`config.mk`:
```
export PLATFORM = sky130hd
export DESIGN_NAME = stable_min_priority_queue_unit
export DESIGN_NICKNAME = d
export VERILOG_FILES = /design/src/hdl/smpq_pkg.sv /design/src/hdl/smpq_cell.sv /design/src/hdl/stable_min_priority_queue_unit.sv
export SDC_FILE = /design/constraint.sdc
export NUM_CORES = 1
export LEC_CHECK = 0
export BUFFER_PORTS_ARGS = -buffer_cell sky130_fd_sc_hd__buf_2
export CORE_AREA = 5 5 191 240
export CTS_CLUSTER_DIAMETER = 50
export DETAILED_ROUTE_END_ITERATION = 16
export DIE_AREA = 0 0 196 245
export GPL_ROUTABILITY_DRIVEN = 0
export PLACE_DENSITY = 0.71
export SYNTH_ARGS = -nofsm -noshare
export SYNTH_HDL_FRONTEND = slang
export SYNTH_SLANG_ARGS = --single-unit
```
`constraint.sdc`:
```
create_clock -name clk -period 5.48 [get_ports clk]
set_clock_uncertainty 0.05 [all_clocks]
set_input_delay 0.822 -clock clk [delete_from_list [all_inputs] [get_ports clk]]
set_output_delay 0.822 -clock clk [all_outputs]
set_load 0.005 [all_outputs]
```
`src/hdl/smpq_pkg.sv`:
```
// shared constants and types for the stable minimum priority queue
package smpq_pkg;

	localparam int CAPACITY_DEF      = 16;
	localparam int PRIORITY_BITS_DEF = 8;
	localparam int TAG_BITS_DEF      = 16;

	typedef enum logic {
		OP_INSERT = 1'b0,
		OP_REMOVE = 1'b1
	} op_t;

	typedef struct packed {
		logic insert;
		logic remove;
	} cell_ctrl_t;

endpackage

```
`src/hdl/smpq_cell.sv`:
```
// one slot of the sorted shift chain: holds an entry, shifts right on insert, left on remove
module smpq_cell #(
	parameter int PRIORITY_BITS = smpq_pkg::PRIORITY_BITS_DEF,
	parameter int TAG_BITS      = smpq_pkg::TAG_BITS_DEF
) (
	input  logic                     clk,
	input  smpq_pkg::cell_ctrl_t     ctrl,
	input  logic                     occupied,
	input  logic [PRIORITY_BITS-1:0] new_priority,
	input  logic [TAG_BITS-1:0]      new_tag,
	input  logic                     left_keep,
	input  logic [PRIORITY_BITS-1:0] left_priority,
	input  logic [TAG_BITS-1:0]      left_tag,
	input  logic [PRIORITY_BITS-1:0] right_priority,
	input  logic [TAG_BITS-1:0]      right_tag,
	output logic                     keep,
	output logic [PRIORITY_BITS-1:0] slot_priority,
	output logic [TAG_BITS-1:0]      slot_tag
);

	logic [PRIORITY_BITS-1:0] priority_q;
	logic [TAG_BITS-1:0]      tag_q;

	// entry stays in place when it is not later than the new one
	assign keep          = occupied && (priority_q <= new_priority);
	assign slot_priority = priority_q;
	assign slot_tag      = tag_q;

	always_ff @(posedge clk) begin
		if (ctrl.insert && !keep) begin
			if (left_keep) begin
				priority_q <= new_priority;
				tag_q      <= new_tag;
			end else begin
				priority_q <= left_priority;
				tag_q      <= left_tag;
			end
		end else if (ctrl.remove) begin
			priority_q <= right_priority;
			tag_q      <= right_tag;
		end
	end

endmodule

```
`src/hdl/stable_min_priority_queue_unit.sv`:
```
// stable minimum priority queue built as a sorted chain of shifting slots
//
//  channel   ports                                         handshake
//  request   operation, new_priority, new_tag              start && !busy
//  result    out_valid, out_priority, out_tag, rejected,   done, one cycle wide
//            is_empty, fill_count
//
// one request per cycle; busy stays low
// the result appears with done in the cycle after the request is taken
// every slot compares against the new priority and shifts in the same cycle
// reset empties the queue; slot contents are left as they are
// results cannot be stalled by the receiver
module stable_min_priority_queue_unit #(
	parameter int CAPACITY      = smpq_pkg::CAPACITY_DEF,
	parameter int PRIORITY_BITS = smpq_pkg::PRIORITY_BITS_DEF,
	parameter int TAG_BITS      = smpq_pkg::TAG_BITS_DEF,
	localparam int CW           = $clog2(CAPACITY + 1)
) (
	input  logic                     clk,
	input  logic                     arst_n,
	input  logic                     start,
	output logic                     busy,
	input  logic                     operation,
	input  logic [PRIORITY_BITS-1:0] new_priority,
	input  logic [TAG_BITS-1:0]      new_tag,
	output logic                     done,
	output logic                     out_valid,
	output logic [PRIORITY_BITS-1:0] out_priority,
	output logic [TAG_BITS-1:0]      out_tag,
	output logic                     rejected,
	output logic                     is_empty,
	output logic [CW-1:0]            fill_count
);

	logic [CW-1:0]            count_q;
	logic                     done_q;
	logic                     valid_q;
	logic                     rejected_q;
	logic [PRIORITY_BITS-1:0] out_priority_q;
	logic [TAG_BITS-1:0]      out_tag_q;

	logic                     is_insert;
	logic                     is_remove;
	logic                     full;
	logic                     empty;
	smpq_pkg::cell_ctrl_t     ctrl;

	logic                     keep      [CAPACITY];
	logic [PRIORITY_BITS-1:0] cell_prio [CAPACITY];
	logic [TAG_BITS-1:0]      cell_tag  [CAPACITY];

	assign busy      = 1'b0;
	assign is_insert = start && (operation == smpq_pkg::OP_INSERT);
	assign is_remove = start && (operation == smpq_pkg::OP_REMOVE);
	assign full      = (count_q == CW'(CAPACITY));
	assign empty     = (count_q == '0);
	assign ctrl.insert = is_insert && !full;
	assign ctrl.remove = is_remove && !empty;

	for (genvar i = 0; i < CAPACITY; i++) begin : g_cell
		logic                     left_keep;
		logic [PRIORITY_BITS-1:0] left_priority;
		logic [TAG_BITS-1:0]      left_tag;
		logic [PRIORITY_BITS-1:0] right_priority;
		logic [TAG_BITS-1:0]      right_tag;

		if (i == 0) begin : g_head
			assign left_keep     = 1'b1;
			assign left_priority = new_priority;
			assign left_tag      = new_tag;
		end else begin : g_mid
			assign left_keep     = keep[i-1];
			assign left_priority = cell_prio[i-1];
			assign left_tag      = cell_tag[i-1];
		end

		if (i == CAPACITY - 1) begin : g_tail
			assign right_priority = cell_prio[i];
			assign right_tag      = cell_tag[i];
		end else begin : g_body
			assign right_priority = cell_prio[i+1];
			assign right_tag      = cell_tag[i+1];
		end

		smpq_cell #(
			.PRIORITY_BITS(PRIORITY_BITS),
			.TAG_BITS     (TAG_BITS)
		) u_cell (
			.clk           (clk),
			.ctrl          (ctrl),
			.occupied      (CW'(i) < count_q),
			.new_priority  (new_priority),
			.new_tag       (new_tag),
			.left_keep     (left_keep),
			.left_priority (left_priority),
			.left_tag      (left_tag),
			.right_priority(right_priority),
			.right_tag     (right_tag),
			.keep          (keep[i]),
			.slot_priority (cell_prio[i]),
			.slot_tag      (cell_tag[i])
		);
	end

	always_ff @(posedge clk or negedge arst_n) begin
		if (!arst_n) begin
			count_q    <= '0;
			done_q     <= 1'b0;
			valid_q    <= 1'b0;
			rejected_q <= 1'b0;
		end else begin
			done_q     <= start;
			valid_q    <= ctrl.remove;
			rejected_q <= is_insert && full;
			if (ctrl.insert) begin
				count_q <= count_q + CW'(1);
			end else if (ctrl.remove) begin
				count_q <= count_q - CW'(1);
			end
		end
	end

	always_ff @(posedge clk) begin
		if (ctrl.remove) begin
			out_priority_q <= cell_prio[0];
			out_tag_q      <= cell_tag[0];
		end else begin
			out_priority_q <= '0;
			out_tag_q      <= '0;
		end
	end

	assign done         = done_q;
	assign out_valid    = valid_q;
	assign out_priority = out_priority_q;
	assign out_tag      = out_tag_q;
	assign rejected     = rejected_q;
	assign is_empty     = (count_q == '0);
	assign fill_count   = count_q;

endmodule

```
Word-level counts from Yosys, hierarchy flattened --
Cells that the tools add are included.
Cells by class: equal/unequal tests 1, multiplexer cells 92, $lt $le $gt $ge 32, bitwise operators 1, add/subtract/negate cells 2, reductions and logical operators 72
Operators with widths (count):
- two-way mux 16 bit | 45
- two-way mux 8 bit | 45
- less-or-equal comparator 8 bit | 16
- < comparator 4 x 5 -> 1 bit, first input constant | 8
- logical AND 1 bit | 37
- nonzero test 2 bit | 16
- < comparator 3 x 5 -> 1 bit, first input constant | 4
- logical NOT 1 bit | 18
- < comparator 1 x 5 -> 1 bit, first input constant | 2
- < comparator 2 x 5 -> 1 bit, first input constant | 2
- two-way mux 5 bit | 2
- adder 5 x 1 -> 5 bit, second input constant | 1
- == test 5 bit, second input constant | 1
- logical NOT 5 bit | 1
- subtractor 5 x 1 -> 5 bit, second input constant | 1
- inverter 1 bit | 1
Word-level totals: input port bits 28, flip-flop bits (word level) 416, output and inout bits 34, logic and storage cells 238

Longest topological paths before layout --
Gate-level depths: netlist (run 1).
depth in word-level cells 5, depth in mapped cells 11, depth with buffers taken out 8

Modules after synthesis --
A second synthesis (run 1) with hierarchy kept.
Unflattened totals: cell total of the unflattened synthesis 1982, area, all modules 27197.3 um^2
Modules (own cells, without submodules):
- smpq_cell | seq. area each 720.7 um^2, area each 1617.8 um^2, cells each 116, times used 16
- stable_min_priority_queue_unit | seq. area each 680.7 um^2, area each 1312.5 um^2, cells each 126, times used 1

Worst setup path after synthesis (run 1) --
Ideal clock, no wire load.
path type input-to-reg, start input new_priority[1], end register g_cell[6].u_cell.priority_q[0] (enable), stages on the path 10, data required time 4.992 ns, library setup time 0.438 ns, setup slack 0.530 ns, buffers on the path 3, data arrival time 4.462 ns, path through clkbuf_1 -> inv_1 -> ha_1 -> nor2b_1 -> o211ai_1 -> a211o_1 -> and3_1 -> buf_2 -> buf_2 -> o21ai_0
Between the ends: cells in the longest elaborated chain, start to end 5
RTL lines:
- start: declaration | RTL line stable_min_priority_queue_unit.sv:24 | input logic [PRIORITY_BITS-1:0] new_priority,
- less-or-equal comparator 8 bit | RTL line smpq_cell.sv:25 | assign keep = occupied && (priority_q <= new_priority);
- logical AND 1 bit | RTL line smpq_cell.sv:25
- logical NOT 1 bit | RTL line smpq_cell.sv:30 | if (ctrl.insert && !keep) begin
- logical AND 1 bit | RTL line smpq_cell.sv:30
- nonzero test 2 bit (no line)
- end signal: assignment | RTL line smpq_cell.sv:32 | priority_q <= new_priority;
- end signal: assignment | RTL line smpq_cell.sv:35 | priority_q <= left_priority;
- end signal: assignment | RTL line smpq_cell.sv:39 | priority_q <= right_priority;
- end: declaration | RTL line smpq_cell.sv:21 | logic [PRIORITY_BITS-1:0] priority_q;
No other way between the ends. A chain may end at the register's enable or synchronous reset.

Worst setup path after layout (run 1) --
start register count_q[1], in the netlist fill_count[1], end register g_cell[14].u_cell.tag_q[3], data pin
Between the ends: cells in the longest elaborated chain, start to end 5, elaborated cells on any way between the ends 11, classes of those cells order compare (2); eq/ne (1); mux (2); reduce/logical (6)
RTL lines:
- start: declaration | RTL line stable_min_priority_queue_unit.sv:35 | logic [CW-1:0] count_q;
- start signal: assignment | RTL line stable_min_priority_queue_unit.sv:116 | count_q <= count_q + CW'(1);
- start signal: assignment | RTL line stable_min_priority_queue_unit.sv:118 | count_q <= count_q - CW'(1);
- < comparator 4 x 5 -> 1 bit / == test 5 bit (equally long branches) | RTL line stable_min_priority_queue_unit.sv:91, stable_min_priority_queue_unit.sv:55
- logical AND 1 bit / logical NOT 1 bit (equally long branches) | RTL line smpq_cell.sv:25, stable_min_priority_queue_unit.sv:57
- logical NOT 1 bit / logical AND 1 bit (equally long branches) | RTL line smpq_cell.sv:30, stable_min_priority_queue_unit.sv:57
- logical AND 1 bit | RTL line smpq_cell.sv:30
- two-way mux 16 bit * | RTL line smpq_cell.sv:30
- end signal: assignment | RTL line smpq_cell.sv:33 | tag_q <= new_tag;
- end signal: assignment | RTL line smpq_cell.sv:36 | tag_q <= left_tag;
- end signal: assignment | RTL line smpq_cell.sv:40 | tag_q <= right_tag;
- end: declaration | RTL line smpq_cell.sv:22 | logic [TAG_BITS-1:0] tag_q;
Every way passes the cells marked *; elsewhere a longest branch is shown, timed or not.

==> qor.yml, run 1 <==
synth:
  muxShareOfSynthArea: 0.175
  synth_ff_type: "edfxtp_1"
  syn_nets: 2221
  synth-seq-cells: 416
  synthAdderAreaFrac: 0.0702
  synth_area_mm2: 0.0235
  avgSynthCellArea_um2: 11.4
  synth-simple-area-share: 0.0879
  synth_area_leader_cell: "edfxtp_1"
  synth.area.top_cells: "edfxtp_1 49%, mux2i_1 13%, ha_1 7.0%, o21ai_0 5.1%, nand2_1 3.7%"
  yosysWarnings: 0
  synth_edf_count: 384
  synth_compound_area_frac: 0.110
  synthXorXnorAreaFrac: 0.00149
  synth.top_cell.area_share: 0.490
  ys_types: 59
  synth-seq-area-share: 0.519
  synthCells: 2061
  ys_async_sr_fraction: 0.0192
  synth_top_family_by_area: "multiplexers"
layout:
  nFillCells: 3547
  layout_commonest_cell: "edfxtp_1"
  multi_input_area_mm2: 0.0106
  layout.nets: 2233
  seq_area_mm2: 0.0122
  final_cell_count_no_fill: 2681
  mostFrequentLayoutCells: "384 x edfxtp_1, 314 x mux2i_1, 239 x o21ai_0"
  drive_above_1_share: 0.133
  area_growth_pct: 9.17
global_route:
  grtUsageTotal: 0.224
  antenna_found_initial: 3
  grt_pass1_wl_um: 88300
  grt_pass1_vias: 16323
  grt_max_degree: 50
  grt_overflow: 0
hold_path:
  min_path_type: "input port to async pin"
routing:
  route.detailed.drc: 0
  drt_iter0_markers: 1130
  wl_per_cell_um: 20.4
  vias_per_cell: 5.97
  vias: 16018
  drtPass1Iterations: 8
  ant_nets: 0
  wirelength_um: 54600
timing:
  drv_slew: 0
  finalHoldViolations: 0
  fin_tns_setup_ns: 0
  layout_min_cycle_time_ns: 3.60
  setup-violations-final: 0
  post-route-period-util: 0.656
  fmax_ghz: 0.278
  worst_pin_slew_ns: 1.09
  grt_setup_unrepaired: "no"
  slew-limit-headroom: 0.271
setup_path:
  crit_path_max_incr_delay_ns: 0.84
  worstSetupPathType: "flip-flop to flip-flop"
  cp_top_family: "simple AND/OR/NAND/NOR gates"
  critPathBufInv: 1
  start_kind: "flip-flop"
  cp_max_fo: 24
  reg2reg_from: "fill_count[1]"
  crit_path_end_kind: "flip-flop"
  crit_path_top_delay_cell: "and2b_1"
  cp.arrival_ns: 3.86
  cp.required_ns: 5.74
  critical_path.startpoint: "fill_count[1]"
  crit_chain: "inv_1, ha_1, nand4bb_1, and2b_1, nand2b_1, nand2_2, mux2_2"
power_and_ir_drop:
  comb_power_share: 0.378
  pwr-share-seq: 0.405
  p_switching_w: 0.00488
  switching_share: 0.360
  ir_drop_mv: 0.304
  p_per_area_mw_per_mm2: 528
  leakagePower_nw: 10.4
  p_int_w: 0.00869
  pwr-share-clk: 0.217
clocking:
  ctsResizeCount: 0
  cts_tree: "yes"
  cts_hold_buffers: 0
  htreeDepth: 2
  clkSinkCount: 416
  worst_skew_pair.late_latency_ns: 0.57
  cts_root_buf: "clkbuf_16"
  numCtsBuffers: 43
  cts_buffer_depth: 3
  post_cts_buffers: 0
  clk_pin_slew_worst_paths_ns: 0.06
floorplanning:
  die_y_um: 245
  coreArea_mm2: 0.0435
  rows: 86
  io_pins: 62
  dieArea_mm2: 0.0480
  die_w_um: 196
  start_util: 0.541
placed_design:
  dp.final_hpwl_um: 38600
  portBuffers: 60
  placedCellCount: 2600
run:
  max_cap_viol_count: 0
run_status:
  status: "finished clean"
-- sequential cells by signal (all words and copies together) (netlist names) --
register and count:
done 1, out_priority 8, fill_count 5, out_tag 16
rejected 1, g_cell.u_cell.slot_priority 128, g_cell.u_cell.slot_tag 256, out_valid 1
-- final cells by class --
type / instances / share of cell area
flip-flops and latches: 416 / 0.475
multi-input cells: 1475 / 0.412
clock buffers: 56 / 0.0446
well taps: 572 / 0.0279
repair buffers: 108 / 0.0257
clock inverters: 22 / 0.00945
inverters: 29 / 0.00424
diodes: 3 / 0.000292
-- per-stage QoR --
step	util	power (W)	hold slack [ns]	cell area, um2	worst slack, ns
after CTS	0.591	0.0136	0.0505	25700	1.90
after global routing	0.591	0.0144	0.0642	25700	1.70
after global placement	0.559	0.0104	0.408	24300	1.45
after floorplan	-	0.00936	0.397	23500	0.530
after detailed placement	0.559	0.0107	0.406	24300	1.32
final	0.591	0.0136	0.0589	25700	1.88
-- per-layer routing --
metal  track usage  share of wire  vias to the layer above  wire length, um
met5             0              0                        -                0
met1         0.282           0.42                     7765            22800
li1              -              -                     7655                -
met3        0.0301          0.049                      126             2680
met2         0.394           0.50                      472            27300
met4        0.0846          0.035                        0             1930
-- kinds of logic after synthesis --
group                      after synthesis
AOI/OAI and AO/OA                      480
xor gates and xnor gates                 4
adders and majority gates              132
buffers and inverters                  170
DFF                                    416
muxes                                  401
other                                    1
and+or+nand+nor                        457
-- path summary, 6_finish.rpt --
| check | endpoint | slack [ns] | cells after the start |
|---|---|---|---|
| hold reg to reg | out_tag[5] | 0.43 | 1 |
| setup / recovery | g_cell[14].u_cell.slot_tag[3] | 1.88 | 7 |
| min in group clk | done | 0.36 | 1 |
| setup reg to reg | g_cell[14].u_cell.slot_tag[3] | 1.88 | 7 |
| max in group asynchronous | rejected | 5.12 | 1 |
| hold / removal | fill_count[1] | 0.06 | 1 |
-- power by group through the flow --
stage	Combinational, W	Sequential, W	Clock, W
floorplan	0.00411	0.00526	0
global placement	0.00495	0.00550	0
detailed placement	0.00514	0.00553	0
CTS	0.00514	0.00548	0.00297
global route	0.00567	0.00559	0.00310
finish	0.00513	0.00550	0.00294
-- cells in the mapped netlist, types with 2 or more instances --
master / n
edfxtp_1: 384
mux2i_1: 314
o21ai_0: 242
nand2_1: 229
a21oi_1: 146
ha_1: 132
nor2_1: 116
mux2_2: 72
clkbuf_1: 66
buf_2: 43
inv_1: 29
nand4_1: 27
buf_4: 25
and2_1: 24
dfxtp_1: 24
o21ai_1: 24
nor2b_1: 18
o211ai_1: 16
mux2_1: 15
a21o_1: 9
a211oi_1: 8
dfrtp_1: 8
nand2b_1: 8
nand3_1: 8
a21oi_2: 6
nor3_4: 5
o21a_1: 5
o31ai_1: 5
buf_6: 4
nor2_2: 4
o22ai_1: 4
and4_1: 3
a211o_1: 2
a31o_2: 2
a31oi_1: 2
buf_8: 2
nand2_2: 2
nand3_2: 2
nor3_1: 2
o21ai_2: 2
o31a_1: 2
xnor2_1: 2
xor2_1: 2
Note: power is estimated with default switching activity, not from simulation.
==> run 2, diff against run 1 <==
--- a/config.mk
+++ b/config.mk
@@ -5,11 +5,12 @@
 export SDC_FILE = /design/constraint.sdc
 export NUM_CORES = 1
 export LEC_CHECK = 0
+export ABC_AREA = 1
 export BUFFER_PORTS_ARGS = -buffer_cell sky130_fd_sc_hd__buf_2
-export CORE_AREA = 5 5 191 240
+export CORE_AREA = 5 5 198 248
 export CTS_CLUSTER_DIAMETER = 50
 export DETAILED_ROUTE_END_ITERATION = 16
-export DIE_AREA = 0 0 196 245
+export DIE_AREA = 0 0 203 253
 export GPL_ROUTABILITY_DRIVEN = 0
 export PLACE_DENSITY = 0.71
 export SYNTH_ARGS = -nofsm -noshare
==> constraint.sdc (replaced) <==
create_clock -name clk -period 3.7 [get_ports clk]
set_clock_uncertainty 0.05 [all_clocks]
set_input_delay 0.555 -clock clk [delete_from_list [all_inputs] [get_ports clk]]
set_output_delay 0.555 -clock clk [all_outputs]
set_load 0.005 [all_outputs]
==> qor.yml, run 2 <==
timing:
  layout_min_cycle_time_ns: 3.15  # was 3.60 ns
  worst_pin_slew_ns: 0.956  # was 1.09 ns
  drv_slew: 0  # unchanged
  grt_setup_unrepaired: "no"  # unchanged
  fin_tns_setup_ns: 0  # unchanged
  setup-violations-final: 0  # unchanged
  slew-limit-headroom: 0.363  # was 0.271
  finalHoldViolations: 0  # unchanged
  whs_ns: 0.0704  # was 0.0589 ns
  post-route-period-util: 0.852  # was 0.656
  fmax_ghz: 0.317  # was 0.278 GHz
setup_path:
  worstRegToRegCells: 9  # was 7
  start_kind: "flip-flop"  # unchanged
  reg2reg_from: "fill_count[1]"  # unchanged
  cp_max_fo: 24  # unchanged
  r2r-end: "g_cell[6].u_cell.slot_priority[5]"  # was g_cell[14].u_cell.slot_tag[3]
  worstSetupPathType: "flip-flop to flip-flop"  # unchanged
  cp.arrival_ns: 3.55  # was 3.86 ns
  r2r_slack_ns: 0.55  # was 1.88 ns
  crit_path_end_kind: "flip-flop"  # unchanged
  cp.required_ns: 4.10  # was 5.74 ns
layout:
  largest_register_ffs: 256  # unchanged
  antenna_cells: 0  # was 3
  nFillCells: 4079  # was 3547
  layout.nets: 3565  # was 2233
  multi_input_area_mm2: 0.0119  # was 0.0106 mm2
  layout_commonest_cell: "nand2_1"  # was edfxtp_1
  seq_area_mm2: 0.0122  # unchanged
  area_growth_pct: 10.3  # was 9.17%
  mostFrequentLayoutCells: "1929 x nand2_1, 384 x edfxtp_1, 341 x nand3_1"  # was 384 x edfxtp_1, 314 x mux2i_1, 239 x o21ai_0
  drive_above_1_share: 0.0840  # was 0.133
power_and_ir_drop:
  finalPower_w: 0.0235  # was 0.0136 W
  ir_drop_mv: 0.415  # was 0.304 mV
  p_per_area_mw_per_mm2: 840  # was 528 mW/mm2
  leakagePower_nw: 14.2  # was 10.4 nW
floorplanning:
  dieArea_mm2: 0.0514  # was 0.0480 mm2
  coreArea_mm2: 0.0467  # was 0.0435 mm2
  rows: 89  # was 86
  io_pins: 62  # unchanged
  start_util: 0.543  # was 0.541
  die_w_um: 203  # was 196 um
  die_y_um: 253  # was 245 um
clocking:
  cts_tree: "yes"  # unchanged
  cts_root_buf: "clkbuf_16"  # unchanged
  numCtsBuffers: 46  # was 43
  clkSinkCount: 416  # unchanged
  worst_skew_pair.late_latency_ns: 0.60  # was 0.57 ns
  htreeDepth: 2  # unchanged
  post_cts_buffers: 0  # unchanged
  cts_buffer_depth: 3  # unchanged
  clk_pin_slew_worst_paths_ns: 0.06  # about the same
placed_design:
  dp.final_hpwl_um: 59800  # was 38600 um
  portBuffers: 60  # unchanged
routing:
  drtPass1Iterations: 6  # was 8
  route.detailed.drc: 0  # unchanged
  drt_iter0_markers: 2858  # was 1130
  wirelength_um: 83600  # was 54600 um
  ant_nets: 0  # unchanged
  vias: 23164  # was 16018
  wl_per_cell_um: 20.7  # was 20.4 um
  vias_per_cell: 5.75  # was 5.97
global_route:
  grt_max_degree: 35  # was 50
  grt_pass1_vias: 22414  # was 16323
  antenna_found_initial: 0  # was 3
  grtUsageTotal: 0.321  # was 0.224
  grt_pass1_wl_um: 128000  # was 88300 um
  grt_overflow: 0  # unchanged
synth:
  synth.area.top_cells: "edfxtp_1 45%, nand2_1 29%, nand3_1 6.8%, ha_1 6.5%, dfxtp_1 1.9%"  # was edfxtp_1 49%, mux2i_1 13%, ha_1 7.0%, o21ai_0 5.1%, nand2_1 3.7%
  ys_async_sr_fraction: 0.0192  # unchanged
  synth_area_mm2: 0.0253  # was 0.0235 mm2
  synth_most_common_cell: "nand2_1"  # was edfxtp_1
  avgSynthCellArea_um2: 7.52  # was 11.4 um2
  synth_ff_type: "edfxtp_1"  # unchanged
  synth-seq-cells: 416  # unchanged
  synth_commonest_cells: "1929 x nand2_1, 384 x edfxtp_1, 342 x nand3_1"  # was 384 x edfxtp_1, 314 x mux2i_1, 242 x o21ai_0
  synthCells: 3368  # was 2061
  synth_area_leader_cell: "edfxtp_1"  # unchanged
  synth-seq-area-share: 0.482  # was 0.519
  synth_edf_count: 384  # unchanged
  yosysWarnings: 0  # unchanged
  ys_types: 34  # was 59
  syn_nets: 3528  # was 2221
  synth.top_cell.area_share: 0.455  # was 0.490
hold_path:
  min_path_type: "input port to flip-flop"  # was input port to async pin
  hold_start: "start"
  holdPathEnd: "done"
  hold_depth: 1
run_status:
  status: "finished clean"  # unchanged
run:
  max_cap_viol_count: 0  # unchanged
## run 2: cell count changes after synthesis, moves of 43 or more
cell,before,now
mux2i_1,314,0
a21oi_1,146,37
clkbuf_1,66,112
nand3_1,8,342
mux2_2,72,0
nand2_1,229,1929
o21ai_0,242,51
inv_1,29,118
nor2_1,116,73
## run 2: routing by layer
metal  GRT usage  vias to the layer above  share of wire  routed length (um)
met2       0.508                     1285           0.44               36900
met5           0                        -              0                   0
li1            -                    10954              -                   -
met4       0.209                        0          0.084                7040
met3      0.0583                      319           0.10                8560
met1       0.407                    10606           0.37               31100
## run 2: worst max path at each step
stage / start / end / depth (start not counted)
after global placement: new_priority[3] / g_cell[2].u_cell.slot_tag[15] / 16
after global routing: fill_count[3] / g_cell[2].u_cell.slot_priority[0] / 9
after CTS: fill_count[3] / g_cell[2].u_cell.slot_priority[0] / 9
after detailed placement: new_priority[3] / g_cell[6].u_cell.slot_tag[9] / 14
final: fill_count[1] / g_cell[6].u_cell.slot_priority[5] / 9
after floorplan: new_priority[3] / g_cell[15].u_cell.slot_priority[0] / 9
## run 2: critical path, stage by stage, from the launching register on
cell and delay [ns]:
dfrtp_1 0.43, inv_2 0.15, ha_1 0.22, nand3_1 0.15, nand2_2 0.18, inv_2 0.55
nand2_2 0.32, inv_1 0.61, nand2_1 0.20, nand2_1 0.10
## run 2: report_power, final
| group | leakage [nW] | switching, W | internal, W |
|---|---|---|---|
| Clock | 0.727 | 0.00203 | 0.00256 |
| Combinational | 9.49 | 0.00711 | 0.00323 |
| Sequential | 3.99 | 0.00123 | 0.00732 |
| Total | 14.2 | 0.0104 | 0.0131 |
## run 2: logic make-up (layout without fill, tap and decap cells)
kind of cell / after synthesis / after routing / share of synthesized area
and+or+nand+nor: 2380 / 2380 / 0.373
AOI/OAI and AO/OA: 115 / 115 / 0.0270
buffers and inverters: 319 / 392 / 0.0508
adders and majority gates: 132 / 132 / 0.0652
xor gates and xnor gates: 5 / 5 / 0.00173
other: 1 / 1 / 0.000148
DFF: 416 / 416 / 0.482
## run 2: timing repair
action	4_1_cts	5_1_grt
hold endpoints to repair	8	0
hold buffers	1	0
gates resized for setup	0	0
## run 2: cell type report
cell class,instances,area share
timing repair buffer,171,0.0415
clock inverter,32,0.0102
inverter,137,0.0184
tap,591,0.0264
clock buffer,52,0.0427
multi-input combinational,2633,0.424
sequential,416,0.437
## run 2: per-stage QoR
| stage | utilization | setup WS, ns | area [um2] | std cells |
|---|---|---|---|---|
| floorplan | - | 0.173 | 25300 | 3368 |
| global placement | 0.567 | 0.466 | 26500 | 3947 |
| detailed placement | 0.567 | 0.385 | 26500 | 3947 |
| CTS | 0.599 | 0.626 | 28000 | 4032 |
| global route | 0.599 | 0.363 | 28000 | 4032 |
| finish | 0.599 | 0.549 | 28000 | 4032 |
==> run 3, diff against run 2 <==
--- a/config.mk
+++ b/config.mk
@@ -7,12 +7,13 @@
 export LEC_CHECK = 0
 export ABC_AREA = 1
 export BUFFER_PORTS_ARGS = -buffer_cell sky130_fd_sc_hd__buf_2
-export CORE_AREA = 5 5 198 248
+export CORE_AREA = 5 5 184 231
 export CTS_CLUSTER_DIAMETER = 50
 export DETAILED_ROUTE_END_ITERATION = 16
-export DIE_AREA = 0 0 203 253
+export DIE_AREA = 0 0 189 236
 export GPL_ROUTABILITY_DRIVEN = 0
-export PLACE_DENSITY = 0.71
+export PLACE_DENSITY = 0.81
+export RECOVER_POWER = 25
 export SYNTH_ARGS = -nofsm -noshare
 export SYNTH_HDL_FRONTEND = slang
 export SYNTH_SLANG_ARGS = --single-unit
==> qor.yml, run 3 (synthesized netlist as in run 2, its figures left out) <==
power_and_ir_drop:
  ir_drop_mv: 0.497  # was 0.415 mV
  p_per_area_mw_per_mm2: 843  # was 840 mW/mm2
  finalPower_w: 0.0234  # was 0.0235 W
  leakagePower_nw: 14.1  # was 14.2 nW
placed_design:
  portBuffers: 60  # unchanged
  dp.final_hpwl_um: 57800  # was 59800 um
  placedCellCount: 3852  # was 3947
setup_path:
  critPathBufInv: 3  # unchanged
  reg2reg_from: "fill_count[4]"  # was fill_count[1]
  crit_path_max_incr_delay_ns: 0.76  # was 0.61 ns
  crit_path_end: "g_cell[14].u_cell.slot_tag[4]"  # was g_cell[6].u_cell.slot_priority[5]
  worstRegToRegCells: 8  # was 9
  start_kind: "flip-flop"  # unchanged
  crit_path_end_kind: "flip-flop"  # unchanged
  cpMostUsedCell: "nand2_1"
  r2r_slack_ns: 0.11  # was 0.55 ns
  critical_path.startpoint: "fill_count[4]"  # was fill_count[1]
  crit_path_top_delay_cell: "nand3_1"  # was inv_1
  cp_top_family: "simple AND/OR/NAND/NOR gates"  # was buffers and inverters
  cp.arrival_ns: 3.76  # was 3.55 ns
  worstSetupPathType: "flip-flop to flip-flop"  # unchanged
  path_depth: 8  # was 9
  r2r-end: "g_cell[14].u_cell.slot_tag[4]"  # was g_cell[6].u_cell.slot_priority[5]
  cp.required_ns: 3.87  # was 4.10 ns
  crit_chain: "inv_1, nand2_1, nor2_4, nand2_1, nand3_1, buf_4, nand2_1, clkbuf_2"  # was inv_2, ha_1, nand3_1, nand2_2, inv_2, nand2_2, inv_1, nand2_1, nand2_1
  cp_max_fo: 20  # was 24
layout:
  layout_commonest_cell: "nand2_1"  # unchanged
  area_growth_pct: 9.41  # was 10.3%
  final_cell_count_no_fill: 3933  # was 4032
  mostFrequentLayoutCells: "1933 x nand2_1, 384 x edfxtp_1, 342 x nand3_1"  # was 1929 x nand2_1, 384 x edfxtp_1, 341 x nand3_1
  layout.nets: 3556  # was 3565
  largest_register_ffs: 256  # unchanged
  drive_above_1_share: 0.0694  # was 0.0840
floorplanning:
  rows: 82  # was 89
  die_y_um: 236  # was 253 um
  die_w_um: 189  # was 203 um
  io_pins: 62  # unchanged
  coreArea_mm2: 0.0399  # was 0.0467 mm2
  start_util: 0.635  # was 0.543
  dieArea_mm2: 0.0446  # was 0.0514 mm2
hold_path:
  min_path_type: "input port to flip-flop"  # unchanged
timing:
  fmax_ghz: 0.279  # was 0.317 GHz
  layout_min_cycle_time_ns: 3.59  # was 3.15 ns
  slew-limit-headroom: 0.300  # was 0.363
  worst_pin_slew_ns: 1.05  # was 0.956 ns
  finalHoldViolations: 0  # unchanged
  post-route-period-util: 0.970  # was 0.852
  grt_setup_unrepaired: "no"  # unchanged
  drv_slew: 0  # unchanged
  setup-violations-final: 0  # unchanged
routing:
  ant_nets: 0  # unchanged
  vias_per_cell: 6.06  # was 5.75
  wl_per_cell_um: 20.8  # was 20.7 um
  route.detailed.drc: 0  # unchanged
  drt_iter0_markers: 3168  # was 2858
  wirelength_um: 81900  # was 83600 um
  drtPass1Iterations: 8  # was 6
  vias: 23830  # was 23164
clocking:
  htreeDepth: 2  # unchanged
  cts_root_buf: "clkbuf_16"  # unchanged
  ctsResizeCount: 0  # unchanged
  numCtsBuffers: 45  # was 46
  clkSinkCount: 416  # unchanged
  clk_pin_slew_worst_paths_ns: 0.06  # about the same
  cts_tree: "yes"  # unchanged
  cts_buffer_depth: 3  # unchanged
  worst_skew_pair.late_latency_ns: 0.58  # was 0.60 ns
global_route:
  grt_pass1_wl_um: 125000  # was 128000 um
  grt_pass1_vias: 22485  # was 22414
  grtUsageTotal: 0.356  # was 0.321
  antenna_found_initial: 0  # unchanged
  grt_overflow: 0  # unchanged
  grt_max_degree: 49  # was 35
run_status:
  status: "finished clean"  # unchanged
run:
  max_cap_viol_count: 0  # unchanged
==> run 3: cell count changes in the layout (fill, tap and decap cells not counted), sizes merged <==
cell	change
buf	-41
clkbuf	+39
clkinv	-6
inv	-4
clkinvlp	-2
bufinv	+1
diode	+1
==> run 3: cell type report <==
cell class | count | area, um2
flip-flops and latches | 416 | 12200
clock buffers | 58 | 1240
inverters | 137 | 514
multi-input cells | 2633 | 11800
well taps | 504 | 631
repair buffers | 163 | 1080
diodes | 1 | 2.50
fillers | 3143 | 12200
clock inverters | 21 | 216
==> run 3: power breakdown <==
group | internal [W] | total, W | switching [W]
registers | 0.00732 | 0.00855 | 0.00123
logic | 0.00318 | 0.0103 | 0.00711
clock network | 0.00264 | 0.00454 | 0.00190
==> run 3: how the worst min path moves through the flow <==
stage	start	end	slack, ns	cells past startpoint
global placement	arst_n	rejected	0.37	1
detailed placement	arst_n	rejected	0.38	1
CTS	start	done	0.07	1
finish	start	done	0.08	1
floorplan	arst_n	done	0.21	0
global route	start	done	0.10	1
==> run 3: metal layers <==
| layer | track usage | wire length [um] |
|---|---|---|
| met5 | 0 | 0 |
| met4 | 0.241 | 7010 |
| met3 | 0.0763 | 10300 |
| met2 | 0.554 | 36400 |
| met1 | 0.448 | 28200 |
==> run 3: worst reg2reg max path: stages, from the launching register on <==
cell,delay [ns]
dfrtp_1,0.64
inv_1,0.24
nand2_1,0.19
nor2_4,0.08
nand2_1,0.15
nand3_1,0.76
buf_4,0.56
nand2_1,0.14
clkbuf_2,0.41
==> run 3: metrics by stage <==
stage | hold WS [ns] | util | instance area [um2] | setup WS (ns) | TNS, ns
6_report | 0.0793 | 0.695 | 27700 | 0.112 | 0
5_1_grt | 0.100 | 0.695 | 27700 | 0.0954 | 0
3_3_place_gp | 0.372 | 0.660 | 26400 | 0.230 | 0
2_1_floorplan | 0.209 | - | 25300 | 0.173 | 0
3_5_place_dp | 0.382 | 0.660 | 26400 | -0.0261 | -0.0261
4_1_cts | 0.0650 | 0.697 | 27800 | 0.446 | 0
==> run 3: repair_timing <==
item                                   4_1_cts  5_1_grt
hold buffers                                 1        0
endpoints found under the hold margin        8        0
buffers inserted                             0        0
